### src/strm_pkg.sv
`timescale 1ns / 1ps
// Package for the smoothed transfer rate meter: field widths, register
// indexes, divider command and result structs, and small helpers.
// No dependencies; every module of the block imports it.
package strm_pkg;

   // Field widths.
   localparam int BYTES_W = 48;
   localparam int MS_W    = 40;
   localparam int RATE_W  = 31;
   localparam int PCT_W   = 14;

   // Shared divider operand widths. The widest dividend is the
   // downloaded count scaled to hundredths of a percent.
   localparam int NUM_W = 62;
   localparam int DEN_W = 48;

   localparam int RING_DEPTH_DEF = 16;

   // Configuration register indexes.
   localparam int CSR_IDX_W = 2;
   localparam logic [CSR_IDX_W-1:0] CSR_PREV_BYTES  = 2'd0;
   localparam logic [CSR_IDX_W-1:0] CSR_TOTAL_BYTES = 2'd1;

   localparam logic [RATE_W-1:0] RATE_MAX = {RATE_W{1'b1}};

   // A zero rate is stored only on every third zero sample.
   localparam int ZERO_RUN = 3;

   // Two percent, in hundredths of a percent.
   localparam logic [PCT_W-1:0] PLAY_PCT = 14'd200;

   typedef struct packed {
      logic             start;
      logic [NUM_W-1:0] numer;
      logic [DEN_W-1:0] denom;
   } div_cmd_type;

   typedef struct packed {
      logic             busy;
      logic             done;
      logic [NUM_W-1:0] quot;
      logic [DEN_W-1:0] rem;
   } div_res_type;

   // Index width for a ring of the given depth (at least one bit).
   function automatic int idx_w(input int depth);
      return (depth > 1) ? $clog2(depth) : 1;
   endfunction

endpackage

### src/strm_divider.sv
`timescale 1ns / 1ps
// Shared restoring divider, one quotient bit per cycle.
// Depends on strm_pkg for operand widths and the command/result structs.
module strm_divider (
   input  logic                  clock,
   input  logic                  reset,
   input  strm_pkg::div_cmd_type div_cmd,
   output strm_pkg::div_res_type div_res
);
   import strm_pkg::*;

   localparam int STEP_W = $clog2(NUM_W);

   logic [NUM_W-1:0]  quo_ff, quo_in;
   logic [DEN_W-1:0]  rem_ff, rem_in;
   logic [DEN_W-1:0]  den_ff, den_in;
   logic [STEP_W-1:0] step_ff, step_in;
   logic              busy_ff, busy_in;
   logic              done_ff, done_in;

   logic [DEN_W:0]    shifted;
   logic [DEN_W+1:0]  trial;

   always_comb begin
      shifted = {rem_ff, quo_ff[NUM_W-1]};
      trial   = {1'b0, shifted} - {2'b00, den_ff};

      quo_in  = quo_ff;
      rem_in  = rem_ff;
      den_in  = den_ff;
      step_in = step_ff;
      busy_in = busy_ff;
      done_in = 1'b0;

      if (div_cmd.start) begin
         quo_in  = div_cmd.numer;
         rem_in  = '0;
         den_in  = div_cmd.denom;
         step_in = '0;
         busy_in = 1'b1;
      end else if (busy_ff) begin
         // Remainder stays below the divisor, so it fits DEN_W bits
         // whether or not the trial subtraction succeeds.
         if (!trial[DEN_W+1]) begin
            rem_in = trial[DEN_W-1:0];
            quo_in = {quo_ff[NUM_W-2:0], 1'b1};
         end else begin
            rem_in = shifted[DEN_W-1:0];
            quo_in = {quo_ff[NUM_W-2:0], 1'b0};
         end
         step_in = step_ff + 1'b1;
         if (step_ff == STEP_W'(NUM_W - 1)) begin
            busy_in = 1'b0;
            done_in = 1'b1;
         end
      end
   end

   always_ff @(posedge clock) begin
      if (reset) begin
         busy_ff <= 1'b0;
         done_ff <= 1'b0;
      end else begin
         busy_ff <= busy_in;
         done_ff <= done_in;
      end
   end

   always_ff @(posedge clock) begin
      quo_ff  <= quo_in;
      rem_ff  <= rem_in;
      den_ff  <= den_in;
      step_ff <= step_in;
   end

   assign div_res.busy = busy_ff;
   assign div_res.done = done_ff;
   assign div_res.quot = quo_ff;
   assign div_res.rem  = rem_ff;

endmodule

### src/strm_ring.sv
`timescale 1ns / 1ps
// Ring of rate slots: one write port, one registered read port, and a
// valid bit per slot so that slots never written read as zero.
// Depends on strm_pkg for the rate width and the index width helper.
module strm_ring #(
   parameter int DEPTH = strm_pkg::RING_DEPTH_DEF
) (
   input  logic                                   clock,
   input  logic                                   reset,
   input  logic                                   wr_en,
   input  logic [strm_pkg::idx_w(DEPTH)-1:0]      wr_idx,
   input  logic [strm_pkg::RATE_W-1:0]            wr_data,
   input  logic [strm_pkg::idx_w(DEPTH)-1:0]      rd_idx,
   output logic [strm_pkg::RATE_W-1:0]            rd_data
);
   import strm_pkg::*;

   logic [RATE_W-1:0] slot_mem [DEPTH];
   logic [DEPTH-1:0]  slot_vld_ff;
   logic [RATE_W-1:0] rd_word_ff;
   logic              rd_vld_ff;

   always_ff @(posedge clock) begin
      if (wr_en) begin
         slot_mem[wr_idx] <= wr_data;
      end
   end

   always_ff @(posedge clock) begin
      rd_word_ff <= slot_mem[rd_idx];
      rd_vld_ff  <= slot_vld_ff[rd_idx];
   end

   always_ff @(posedge clock) begin
      if (reset) begin
         slot_vld_ff <= '0;
      end else if (wr_en) begin
         slot_vld_ff[wr_idx] <= 1'b1;
      end
   end

   assign rd_data = rd_vld_ff ? rd_word_ff : '0;

endmodule

### src/smoothed_transfer_rate_meter.sv
`timescale 1ns / 1ps
// Smoothed transfer rate meter. One sample in, one result beat out.
// Each sample runs up to four shared-divider divisions and a ring sweep that reads one slot per
// cycle. Only one sample is in flight: req_stall holds off a new sample until the result has
// been handed to the output register.
// Reset (synchronous): clears sample history, counters, the play flag, the
// configuration registers and the per-slot valid bits; no clearing pass.
module smoothed_transfer_rate_meter #(
   parameter int RING_DEPTH = strm_pkg::RING_DEPTH_DEF
) (
   input  logic                              clock,
   input  logic                              reset,

   input  logic                              req_valid,
   output logic                              req_stall,
   input  logic [strm_pkg::BYTES_W-1:0]      req_received_bytes,
   input  logic [strm_pkg::MS_W-1:0]         req_elapsed_ms,

   output logic                              rsp_valid,
   input  logic                              rsp_stall,
   output logic [strm_pkg::BYTES_W-1:0]      rsp_downloaded_bytes,
   output logic [strm_pkg::RATE_W-1:0]       rsp_smoothed_rate,
   output logic                              rsp_progress_valid,
   output logic [strm_pkg::PCT_W-1:0]        rsp_percent_hundredths,
   output logic                              rsp_time_left_valid,
   output logic [strm_pkg::RATE_W-1:0]       rsp_seconds_left,
   output logic                              rsp_play_ready,

   input  logic                              csr_valid,
   output logic                              csr_ready,
   input  logic [strm_pkg::CSR_IDX_W-1:0]    csr_index,
   input  logic [strm_pkg::BYTES_W-1:0]      csr_wdata
);
   import strm_pkg::*;

   localparam int IDX_W = idx_w(RING_DEPTH);
   localparam int CNT_W = $clog2(RING_DEPTH + 1);
   localparam int SUM_W = RATE_W + CNT_W;
   localparam int RT_W  = BYTES_W + 5;

   // The sequencer walks each sample through its steps. The GO states
   // issue a command to the shared divider and the WAIT states hold until
   // its done pulse.
   typedef enum logic [3:0] {
      S_IDLE,
      S_PREP,
      S_SCALE,
      S_RATE_GO,
      S_RATE_WAIT,
      S_RING,
      S_SUM,
      S_SUM_END,
      S_AVG_GO,
      S_AVG_WAIT,
      S_PCT_GO,
      S_PCT_WAIT,
      S_SECS_GO,
      S_SECS_WAIT,
      S_DONE
   } state_type;

   state_type state_ff, state_in;

   // Configuration registers.
   logic [BYTES_W-1:0] prev_ff, prev_in;
   logic [BYTES_W-1:0] total_ff, total_in;

   // History and ring bookkeeping.
   logic [BYTES_W-1:0] last_rcvd_ff, last_rcvd_in;
   logic [MS_W-1:0]    last_time_ff, last_time_in;
   logic [IDX_W-1:0]   wr_idx_ff, wr_idx_in;
   logic [CNT_W-1:0]   fill_ff, fill_in;
   logic [1:0]         zero_ticks_ff, zero_ticks_in;
   logic               play_ff, play_in;
   logic               rd_pend_ff, rd_pend_in;
   logic               rsp_valid_ff, rsp_valid_in;

   // Working registers for the sample in flight.
   logic [BYTES_W-1:0] rcvd_ff, rcvd_in;
   logic [MS_W-1:0]    now_ff, now_in;
   logic               pos_ff, pos_in;
   logic [BYTES_W-1:0] diff_b_ff, diff_b_in;
   logic [MS_W-1:0]    diff_t_ff, diff_t_in;
   logic [BYTES_W-1:0] dl_ff, dl_in;
   logic [RT_W-1:0]    rate_t_ff, rate_t_in;
   logic [NUM_W-1:0]   pct_a_ff, pct_a_in;
   logic [NUM_W-1:0]   pct_b_ff, pct_b_in;
   logic               pvalid_ff, pvalid_in;
   logic [RATE_W-1:0]  rate_ff, rate_in;
   logic [IDX_W-1:0]   rd_cnt_ff, rd_cnt_in;
   logic [SUM_W-1:0]   sum_ff, sum_in;
   logic [RATE_W-1:0]  smooth_ff, smooth_in;
   logic [PCT_W-1:0]   pct_ff, pct_in;
   logic               tvalid_ff, tvalid_in;
   logic [RATE_W-1:0]  secs_ff, secs_in;

   // Result beat register.
   logic [BYTES_W-1:0] rsp_dl_ff, rsp_dl_in;
   logic [RATE_W-1:0]  rsp_rate_ff, rsp_rate_in;
   logic               rsp_pvalid_ff, rsp_pvalid_in;
   logic [PCT_W-1:0]   rsp_pct_ff, rsp_pct_in;
   logic               rsp_tvalid_ff, rsp_tvalid_in;
   logic [RATE_W-1:0]  rsp_secs_ff, rsp_secs_in;
   logic               rsp_play_ff, rsp_play_in;

   logic [BYTES_W:0]   dl_sum;
   logic               ring_wr_en;
   logic [RATE_W-1:0]  ring_rd_data;
   div_cmd_type        div_cmd;
   div_res_type        div_res;

   // Clamp a quotient to the 31-bit result range.
   function automatic logic [RATE_W-1:0] sat_rate(input logic [NUM_W-1:0] q);
      logic over;
      over = |q[NUM_W-1:RATE_W];
      return over ? RATE_MAX : q[RATE_W-1:0];
   endfunction

   strm_divider u_divider (
      .clock   (clock),
      .reset   (reset),
      .div_cmd (div_cmd),
      .div_res (div_res)
   );

   strm_ring #(
      .DEPTH (RING_DEPTH)
   ) u_ring (
      .clock   (clock),
      .reset   (reset),
      .wr_en   (ring_wr_en),
      .wr_idx  (wr_idx_ff),
      .wr_data (rate_ff),
      .rd_idx  (rd_cnt_ff),
      .rd_data (ring_rd_data)
   );

   assign req_stall = (state_ff != S_IDLE);
   assign csr_ready = 1'b1;

   always_comb begin
      state_in      = state_ff;
      prev_in       = prev_ff;
      total_in      = total_ff;
      last_rcvd_in  = last_rcvd_ff;
      last_time_in  = last_time_ff;
      wr_idx_in     = wr_idx_ff;
      fill_in       = fill_ff;
      zero_ticks_in = zero_ticks_ff;
      play_in       = play_ff;
      rd_pend_in    = 1'b0;
      rsp_valid_in  = rsp_valid_ff && rsp_stall;

      rcvd_in   = rcvd_ff;
      now_in    = now_ff;
      pos_in    = pos_ff;
      diff_b_in = diff_b_ff;
      diff_t_in = diff_t_ff;
      dl_in     = dl_ff;
      rate_t_in = rate_t_ff;
      pct_a_in  = pct_a_ff;
      pct_b_in  = pct_b_ff;
      pvalid_in = pvalid_ff;
      rate_in   = rate_ff;
      rd_cnt_in = rd_cnt_ff;
      sum_in    = sum_ff;
      smooth_in = smooth_ff;
      pct_in    = pct_ff;
      tvalid_in = tvalid_ff;
      secs_in   = secs_ff;

      rsp_dl_in     = rsp_dl_ff;
      rsp_rate_in   = rsp_rate_ff;
      rsp_pvalid_in = rsp_pvalid_ff;
      rsp_pct_in    = rsp_pct_ff;
      rsp_tvalid_in = rsp_tvalid_ff;
      rsp_secs_in   = rsp_secs_ff;
      rsp_play_in   = rsp_play_ff;

      ring_wr_en    = 1'b0;
      div_cmd       = '0;
      dl_sum        = {1'b0, prev_ff} + {1'b0, rcvd_ff};

      // Configuration writes. Writes to unknown indexes are dropped.
      if (csr_valid && csr_ready) begin
         unique case (csr_index)
            CSR_PREV_BYTES:  prev_in  = csr_wdata;
            CSR_TOTAL_BYTES: total_in = csr_wdata;
            default: ;
         endcase
      end

      // A ring read issued last cycle returns its slot now.
      if (rd_pend_ff) begin
         sum_in = sum_ff + SUM_W'(ring_rd_data);
      end

      unique case (state_ff)
         S_IDLE: begin
            if (req_valid) begin
               rcvd_in  = req_received_bytes;
               now_in   = req_elapsed_ms;
               state_in = S_PREP;
            end
         end

         // Differences against the previous sample, the saturated
         // downloaded total, and a clean slate for per-sample results.
         S_PREP: begin
            pos_in       = (rcvd_ff > last_rcvd_ff) && (now_ff > last_time_ff);
            diff_b_in    = rcvd_ff - last_rcvd_ff;
            diff_t_in    = now_ff - last_time_ff;
            dl_in        = dl_sum[BYTES_W] ? {BYTES_W{1'b1}} : dl_sum[BYTES_W-1:0];
            last_rcvd_in = rcvd_ff;
            last_time_in = now_ff;
            rate_in      = '0;
            pct_in       = '0;
            tvalid_in    = 1'b0;
            secs_in      = '0;
            state_in     = S_SCALE;
         end

         // Constant products are built from shifts. Times 1000 is
         // 1024x - 24x; times 10000 is 10240x - 240x.
         S_SCALE: begin
            rate_t_in = (RT_W'(diff_b_ff) << 4) + (RT_W'(diff_b_ff) << 3);
            pct_a_in  = (NUM_W'(dl_ff) << 13) + (NUM_W'(dl_ff) << 11);
            pct_b_in  = (NUM_W'(dl_ff) << 8) - (NUM_W'(dl_ff) << 4);
            pvalid_in = (total_ff != '0) && (dl_ff <= total_ff);
            state_in  = pos_ff ? S_RATE_GO : S_RING;
         end

         S_RATE_GO: begin
            div_cmd.start = 1'b1;
            div_cmd.numer = (NUM_W'(diff_b_ff) << 10) - NUM_W'(rate_t_ff);
            div_cmd.denom = DEN_W'(diff_t_ff);
            state_in      = S_RATE_WAIT;
         end

         S_RATE_WAIT: begin
            if (div_res.done) begin
               rate_in  = sat_rate(div_res.quot);
               state_in = S_RING;
            end
         end

         // A nonzero rate always lands in the ring; zero rates only on
         // every third zero sample. The fill count grows every sample until it reaches the ring depth.
         S_RING: begin
            if (rate_ff != '0) begin
               ring_wr_en = 1'b1;
            end else if (zero_ticks_ff == 2'(ZERO_RUN - 1)) begin
               ring_wr_en    = 1'b1;
               zero_ticks_in = '0;
            end else begin
               zero_ticks_in = zero_ticks_ff + 1'b1;
            end
            if (ring_wr_en) begin
               wr_idx_in = (wr_idx_ff == IDX_W'(RING_DEPTH - 1)) ? '0
                         : wr_idx_ff + 1'b1;
            end
            if (fill_ff != CNT_W'(RING_DEPTH)) begin
               fill_in = fill_ff + 1'b1;
            end
            sum_in    = '0;
            rd_cnt_in = '0;
            state_in  = S_SUM;
         end

         // Sweep slots 0 .. fill-1, one read per cycle.
         S_SUM: begin
            rd_pend_in = 1'b1;
            if (CNT_W'(rd_cnt_ff) == fill_ff - 1'b1) begin
               state_in = S_SUM_END;
            end else begin
               rd_cnt_in = rd_cnt_ff + 1'b1;
            end
         end

         S_SUM_END: begin
            state_in = S_AVG_GO;
         end

         S_AVG_GO: begin
            div_cmd.start = 1'b1;
            div_cmd.numer = NUM_W'(sum_ff);
            div_cmd.denom = DEN_W'(fill_ff);
            state_in      = S_AVG_WAIT;
         end

         S_AVG_WAIT: begin
            if (div_res.done) begin
               smooth_in = div_res.quot[RATE_W-1:0];
               state_in  = pvalid_ff ? S_PCT_GO : S_DONE;
            end
         end

         S_PCT_GO: begin
            div_cmd.start = 1'b1;
            div_cmd.numer = pct_a_ff - pct_b_ff;
            div_cmd.denom = total_ff;
            state_in      = S_PCT_WAIT;
         end

         // Past two percent exactly when the quotient is above 200, or
         // equal to it with a nonzero remainder.
         S_PCT_WAIT: begin
            if (div_res.done) begin
               pct_in = div_res.quot[PCT_W-1:0];
               if ((div_res.quot[PCT_W-1:0] > PLAY_PCT) ||
                   ((div_res.quot[PCT_W-1:0] == PLAY_PCT) && (div_res.rem != '0))) begin
                  play_in = 1'b1;
               end
               state_in = (smooth_ff != '0) ? S_SECS_GO : S_DONE;
            end
         end

         S_SECS_GO: begin
            div_cmd.start = 1'b1;
            div_cmd.numer = NUM_W'(total_ff - dl_ff);
            div_cmd.denom = DEN_W'(smooth_ff);
            state_in      = S_SECS_WAIT;
         end

         S_SECS_WAIT: begin
            if (div_res.done) begin
               secs_in   = sat_rate(div_res.quot);
               tvalid_in = 1'b1;
               state_in  = S_DONE;
            end
         end

         // Hand the result to the output register once it is free.
         S_DONE: begin
            if (!rsp_valid_ff || !rsp_stall) begin
               rsp_valid_in  = 1'b1;
               rsp_dl_in     = dl_ff;
               rsp_rate_in   = smooth_ff;
               rsp_pvalid_in = pvalid_ff;
               rsp_pct_in    = pct_ff;
               rsp_tvalid_in = tvalid_ff;
               rsp_secs_in   = secs_ff;
               rsp_play_in   = play_ff;
               state_in      = S_IDLE;
            end
         end

         default: state_in = S_IDLE;
      endcase
   end

   // State machine, control state and the result valid.
   always_ff @(posedge clock) begin
      if (reset) begin
         state_ff      <= S_IDLE;
         prev_ff       <= '0;
         total_ff      <= '0;
         last_rcvd_ff  <= '0;
         last_time_ff  <= '0;
         wr_idx_ff     <= '0;
         fill_ff       <= '0;
         zero_ticks_ff <= '0;
         play_ff       <= 1'b0;
         rd_pend_ff    <= 1'b0;
         rsp_valid_ff  <= 1'b0;
      end else begin
         state_ff      <= state_in;
         prev_ff       <= prev_in;
         total_ff      <= total_in;
         last_rcvd_ff  <= last_rcvd_in;
         last_time_ff  <= last_time_in;
         wr_idx_ff     <= wr_idx_in;
         fill_ff       <= fill_in;
         zero_ticks_ff <= zero_ticks_in;
         play_ff       <= play_in;
         rd_pend_ff    <= rd_pend_in;
         rsp_valid_ff  <= rsp_valid_in;
      end
   end

   // Data path registers; these carry no reset.
   always_ff @(posedge clock) begin
      rcvd_ff       <= rcvd_in;
      now_ff        <= now_in;
      pos_ff        <= pos_in;
      diff_b_ff     <= diff_b_in;
      diff_t_ff     <= diff_t_in;
      dl_ff         <= dl_in;
      rate_t_ff     <= rate_t_in;
      pct_a_ff      <= pct_a_in;
      pct_b_ff      <= pct_b_in;
      pvalid_ff     <= pvalid_in;
      rate_ff       <= rate_in;
      rd_cnt_ff     <= rd_cnt_in;
      sum_ff        <= sum_in;
      smooth_ff     <= smooth_in;
      pct_ff        <= pct_in;
      tvalid_ff     <= tvalid_in;
      secs_ff       <= secs_in;
      rsp_dl_ff     <= rsp_dl_in;
      rsp_rate_ff   <= rsp_rate_in;
      rsp_pvalid_ff <= rsp_pvalid_in;
      rsp_pct_ff    <= rsp_pct_in;
      rsp_tvalid_ff <= rsp_tvalid_in;
      rsp_secs_ff   <= rsp_secs_in;
      rsp_play_ff   <= rsp_play_in;
   end

   assign rsp_valid              = rsp_valid_ff;
   assign rsp_downloaded_bytes   = rsp_dl_ff;
   assign rsp_smoothed_rate      = rsp_rate_ff;
   assign rsp_progress_valid     = rsp_pvalid_ff;
   assign rsp_percent_hundredths = rsp_pct_ff;
   assign rsp_time_left_valid    = rsp_tvalid_ff;
   assign rsp_seconds_left       = rsp_secs_ff;
   assign rsp_play_ready         = rsp_play_ff;

`ifndef SYNTHESIS
   // The sequencer must never restart the divider mid-division.
   a_div_start_idle: assert property (@(posedge clock) disable iff (reset)
      div_cmd.start |-> !div_res.busy)
      else $error("divider started while busy");

   // The fill count saturates at the ring depth.
   a_fill_bound: assert property (@(posedge clock) disable iff (reset)
      fill_ff <= CNT_W'(RING_DEPTH))
      else $error("fill count beyond ring depth");

   // A time estimate needs valid progress and a nonzero smoothed rate.
   a_time_left: assert property (@(posedge clock) disable iff (reset)
      rsp_valid |-> (!rsp_time_left_valid ||
                     (rsp_progress_valid && (rsp_smoothed_rate != '0))))
      else $error("time left valid without progress or rate");

   // Percent done never exceeds one hundred percent.
   a_pct_bound: assert property (@(posedge clock) disable iff (reset)
      rsp_valid |-> (rsp_percent_hundredths <= 14'd10000))
      else $error("percent above one hundred");
`endif

endmodule
### config.mk
export PLATFORM = sky130hd
export DESIGN_NAME = smoothed_transfer_rate_meter
export DESIGN_NICKNAME = d
export VERILOG_FILES = /design/src/strm_pkg.sv /design/src/strm_divider.sv /design/src/strm_ring.sv /design/src/smoothed_transfer_rate_meter.sv
export SDC_FILE = /design/constraint.sdc
export NUM_CORES = 2
export LEC_CHECK = 0
export BUFFER_PORTS_ARGS = -buffer_cell sky130_fd_sc_hd__buf_2
export CAP_MARGIN = 0
export CELL_PAD_IN_SITES_DETAIL_PLACEMENT = 0
export CELL_PAD_IN_SITES_GLOBAL_PLACEMENT = 1
export CORE_ASPECT_RATIO = 0.9
export CORE_UTILIZATION = 45
export CTS_BUF_LIST = sky130_fd_sc_hd__clkbuf_4 sky130_fd_sc_hd__clkbuf_8 sky130_fd_sc_hd__clkbuf_16
export DETAILED_ROUTE_END_ITERATION = 8
export GPL_ROUTABILITY_DRIVEN = 0
export PLACE_DENSITY = 0.82
export SLEW_MARGIN = 0
export SYNTH_ARGS = -nofsm -noshare
export SYNTH_HDL_FRONTEND = slang
export SYNTH_HIERARCHICAL = 1
export SYNTH_SLANG_ARGS = --single-unit
### constraint.sdc
create_clock -name clock -period 25.8 [get_ports clock]
set_input_delay 0 -clock clock [delete_from_list [all_inputs] [get_ports clock]]
set_output_delay 0 -clock clock [all_outputs]
set_load 0.02 [all_outputs]
## Word level (Yosys, flattened, before mapping)

Memories as Yosys holds them, arrays and structs flattened. A register that Yosys moved wholly into a read port is not among the register bits.
Cells that the tools add are included.

- Add/subtract/negate cells: 17
- Magnitude comparators: 7
- Equal/unequal tests: 29
- Muxes and demuxes: 46
- Bitwise gates (word level): 3
- Reduce and logical (&&, ||, !) cells: 37

Operator list:

| operator | number |
|---|---|
| $pmux 111 s4 | 1 |
| $mux 62 | 2 |
| $pmux 31 s2 | 2 |
| $reduce_bool 48->1 | 2 |
| $mux 31 | 3 |
| $add 61x59->62 | 1 |
| $reduce_bool 31->1 | 2 |
| $sub 62x62->62 | 1 |
| $pmux 4 s15 | 1 |
| $sub 58x53->59 | 1 |
| $sub 56x52->57 | 1 |
| $add 52x51->53 | 1 |
| $sub 49x48->50 | 1 |
| $add 48x48->49 | 1 |
| $sub 48x48->49 | 1 |
| $gt 48x48->1 | 1 |
| $le 48x48->1 | 1 |
| $mux 48 | 1 |
| $sub 48x48->48 | 1 |
| $gt 40x40->1 | 1 |
| $sub 40x40->40 | 1 |
| $add 36x31->36 | 1 |
| $mux 4 | 9 |
| $eq 4x4->1 const B | 8 |
| other kinds (42) | 94 |

- Register bits after elaboration: 1063
- RAM bits: 496
- Input bits: 143
- Output and inout bits: 130
- Memories kept: 1

Memories:

| name | depth | bits a word | rd ports | clocked after memory_dff | write ports | line | RTL |
|---|---|---|---|---|---|---|---|
| u_ring.slot_mem | 16 | 31 | 1 | 1 | 1 | strm_ring.sv:18 | `logic [RATE_W-1:0] slot_mem [DEPTH];` |

## Logic depth before layout (Yosys ltp)

- Word-level depth: 7
- Gate-level depth with buffers: 18
- Gate-level depth less buffers: 18

## Cells and area by module

The synthesis kept the hierarchy.

Modules (own cells, without submodules):

| module | instances | cells each | area an instance (µm²) |
|---|---|---|---|
| smoothed_transfer_rate_meter | 1 | 5722 | 53995.5 |
| strm_ring | 1 | 915 | 20089.3 |
| strm_divider | 1 | 942 | 9446.6 |

## Worst setup path after synthesis

OpenSTA, ideal clock, no wires.

- Path kind: register to register
- Start point: reg state_ff[2]
- End point: reg pct_a_ff[11] (enable)
- Arrival: 11.059 ns
- Required time: 24.944 ns
- Slack: 13.885 ns
- Cell stages (with the launch flop): 4
- Period minus slack after synthesis: 11.915 ns
- Cells stage by stage: dfxtp_1 -> clkbuf_1 -> clkbuf_1 -> nor3_1

- Cells in the longest elaborated chain, start to end: 1

Ends and longest elaborated chain:

| item | line | RTL |
|---|---|---|
| from (decl) | smoothed_transfer_rate_meter.sv:62 | `state_type state_ff, state_in;` |
| from (signal assigned) | smoothed_transfer_rate_meter.sv:367 | `state_ff <= state_in;` |
| $eq 4x2->1 | smoothed_transfer_rate_meter.sv:198 | `unique case (state_ff)` |
| to (signal assigned) | smoothed_transfer_rate_meter.sv:390 | `pct_a_ff <= pct_a_in;` |
| to (decl) | smoothed_transfer_rate_meter.sv:86 | `logic [NUM_W-1:0] pct_a_ff, pct_a_in;` |

Every way passes these cells.
A chain may end at the register's enable or synchronous reset.

==> results.md <==
- Die area: 187000 µm²
- Kind of critical path: reg -> reg
- Vias per inst: ~6
- TritonCTS clock tree: built
- Area taken by multi-input logic gates: 37200 µm²
- Max_cap viols: 0
- P_leak: between 0.03 and 0.04 µW
- Hold buffer count at cts: approximately 280
- Layout cells sized above 1: 0.114
- Crit share post-route: 0.194
- Setup TNS: 0 ns
- Core Rows: about 150
- CTS Buf Count: between 150 and 200
- First drt pass iteration count: 9
- Postcts setup bufs: 0
- Mapped Cells: between 7000 and 8000
- CP cell instances: ha_1, inv_1, fa_1, a21oi_1, o21bai_1, a2111oi_0, a21oi_1, a21o_1, a211o_1, a21oi_1, o21ai_1, a311oi_1, o21ai_1, a21oi_1, xor2_1, o21ai_0, mux2_2
- Syn Area/Cell: between 10 and 15 µm²
- Layout Nets: a little under 9000
- CTS max path bufs: 3
- Fin. Hold Viols: 0
- Least-Margin Pin Slew: 1.18 ns
- Fmax: about 200 MHz
- Slowest CP cell: a2111oi_0
- First-pass GRT wire length: 386000 µm
- Die H: just over 400 µm
- CP peak stage delay: between 0.5 and 0.6 ns
- Worst slew margin: 0.212
- Initial DRC count: 8014
- Filler instances: around 16000
- Via Count: around 64000
- Ports: around 270
- Worst skew pair latency: between 0.8 and 0.9 ns
- Overall routing resource usage: 0.275
- Core Util, Final: 0.523
- Final setup viols: 0
- Setup Skew: roughly 0.066 ns
- WL/cell: approximately 25 µm
- Clock transition at the registers of the reported paths: approximately 0.070 ns
- Worst VDD drop: approximately 0.079 mV
- CP startpoint kind: flop
- Synthesized Nets: just over 8000
- Hold Crit Class: in -> reg
- Pin count of the biggest net entering global routing: 155
- Tot Pwr: about 11000 µW
- Critical Path End Type: flop
- Status: finished, final reports clean
- H-Tree Depth: 4
- Overflow after GRT: 0
- WL final: approximately 260000 µm
- Power per cell area: 110 nW/µm²
- Crit-path max FO: 8
- Area grow syn2layout: 15.2%
- CTS Sinks: between 1500 and 2000
- HPWL after DPL: 193000 µm
- Vias in the first global route: between 50000 and 60000
- Core outline area: around 180000 µm²
- Initial core utilization: 0.454
- PortBufs: 271
- Required @ worst endpoint: around 26 ns
- Post-Syn Area: ~84000 µm²
- RSZ-0062 raised after global routing: no
- DR DRC count: 0
- ANT nets after route: 0
- Post-CTS Resized: 0
- Final min period: between 5 and 6 ns
- Register Area: 43600 µm²
- Fin. max-slew vios: 0
- Crit path DAT: about 5.6 ns
- Synth warn: 6
- Width of the die: 456 µm
- Crit path top cell by count: a21oi_1
- CTS root buf: clkbuf_16
- Initial antenna violation count: 17
[flip-flops by register name, summed over array words and instances, names as in the netlist, 36 cells and up]
| signal | cells |
|---|---|
| rate_t_ff | 50 |
| last_rcvd_ff | 48 |
| u_divider/quo_ff | 62 |
| dl_ff | 48 |
| rsp_downloaded_bytes | 48 |
| total_ff | 48 |
| now_ff | 40 |
| pct_b_ff | 52 |
| sum_ff | 36 |
| pct_a_ff | 51 |
| last_time_ff | 40 |
| u_ring/slot_mem | 496 |
| u_divider/den_ff | 48 |
| prev_ff | 48 |
| diff_t_ff | 40 |
| diff_b_ff | 48 |
| u_divider/rem_ff | 48 |
| rcvd_ff | 48 |
[layout make-up]
class / instances / area share
clock inverters: 88 / 0.0122
clock buffers: 222 / 0.0488
multi-input cells: 5253 / 0.387
flip-flops and latches: 1566 / 0.453
repair buffers: 627 / 0.0494
inverters: 460 / 0.0180
diodes: 7 / 0.000182
well taps: 2416 / 0.0314
[power by group]
part	internal, µW	leakage [µW]	switching, µW	total (µW)
sequential	3400	0.0139	475	3870
clock	1450	0.00290	1080	2530
combinational	1580	0.0205	2610	4190
[metrics by stage]
step	cells	cell area (µm²)	setup slack, ns	hold slack, ns
final	10639	96200	20.79	0.0554
after global placement	10046	87600	21.09	0.176
after floorplan	7578	83500	13.88	0.0724
after CTS	10632	96200	20.90	0.00239
after global routing	10634	96200	20.36	0.0533
after detailed placement	10046	87600	20.91	0.179
[final timing paths]
path / cells past startpoint / startpoint / endpoint / slack, ns
hold / removal: 4 / csr_wdata[28] / total_ff[28]$_SDFFE_PP0P_ / 0.06
hold reg to reg: 0 / pct_ff[3]$_SDFFCE_PN0P_ / rsp_percent_hundredths[3]$_DFFE_PP_ / 0.42
setup reg to reg: 17 / dl_ff[0]$_SDFFCE_PP1P_ / u_divider/quo_ff[40]$_DFFE_PP_ / 20.79
setup / recovery: 17 / dl_ff[0]$_SDFFCE_PP1P_ / u_divider/quo_ff[40]$_DFFE_PP_ / 20.79
[worst max-delay path, delay by kind of cell (launching register included)]
family	cells	cell delay (ns)
compound gates	12	3.09
fa+ha+maj	2	0.64
flops	1	0.51
mux	1	0.28
xor+xnor	1	0.16
buf+inv	1	0.07
[metal layers]
layer | wire, µm | vias to the layer above | global-route usage
li1 | - | 29043 | -
met1 | 113000 | 30970 | 0.394
met4 | 10100 | 10 | 0.103
met3 | 29900 | 451 | 0.0640
met2 | 111000 | 3487 | 0.404
met5 | 79 | - | 0
[layout by cell type (no fill, tap or decap), drive strengths merged, types with 17 or more instances in the layout]
master / count
a211oi: 60
nand2b: 78
and3: 44
dlygate4sd3: 276
xor2: 183
a221oi: 27
a21boi: 17
nor3: 85
edfxtp: 1224
mux2i: 48
a31oi: 69
or3: 31
a21oi: 727
a22oi: 95
o31ai: 31
nand3: 111
nor2: 509
nand4: 89
mux2: 63
nor2b: 93
o211ai: 27
nand2: 751
clkbuf: 223
mux4: 128
xnor2: 294
inv: 467
ha: 510
a222oi: 42
buf: 350
dfxtp: 342
clkinv: 61
o21ai: 306
nor4: 68
and2: 80
o21bai: 76
and4: 18
a21o: 286
o21a: 72
No activity file was read; power rests on OpenSTA's default activity.
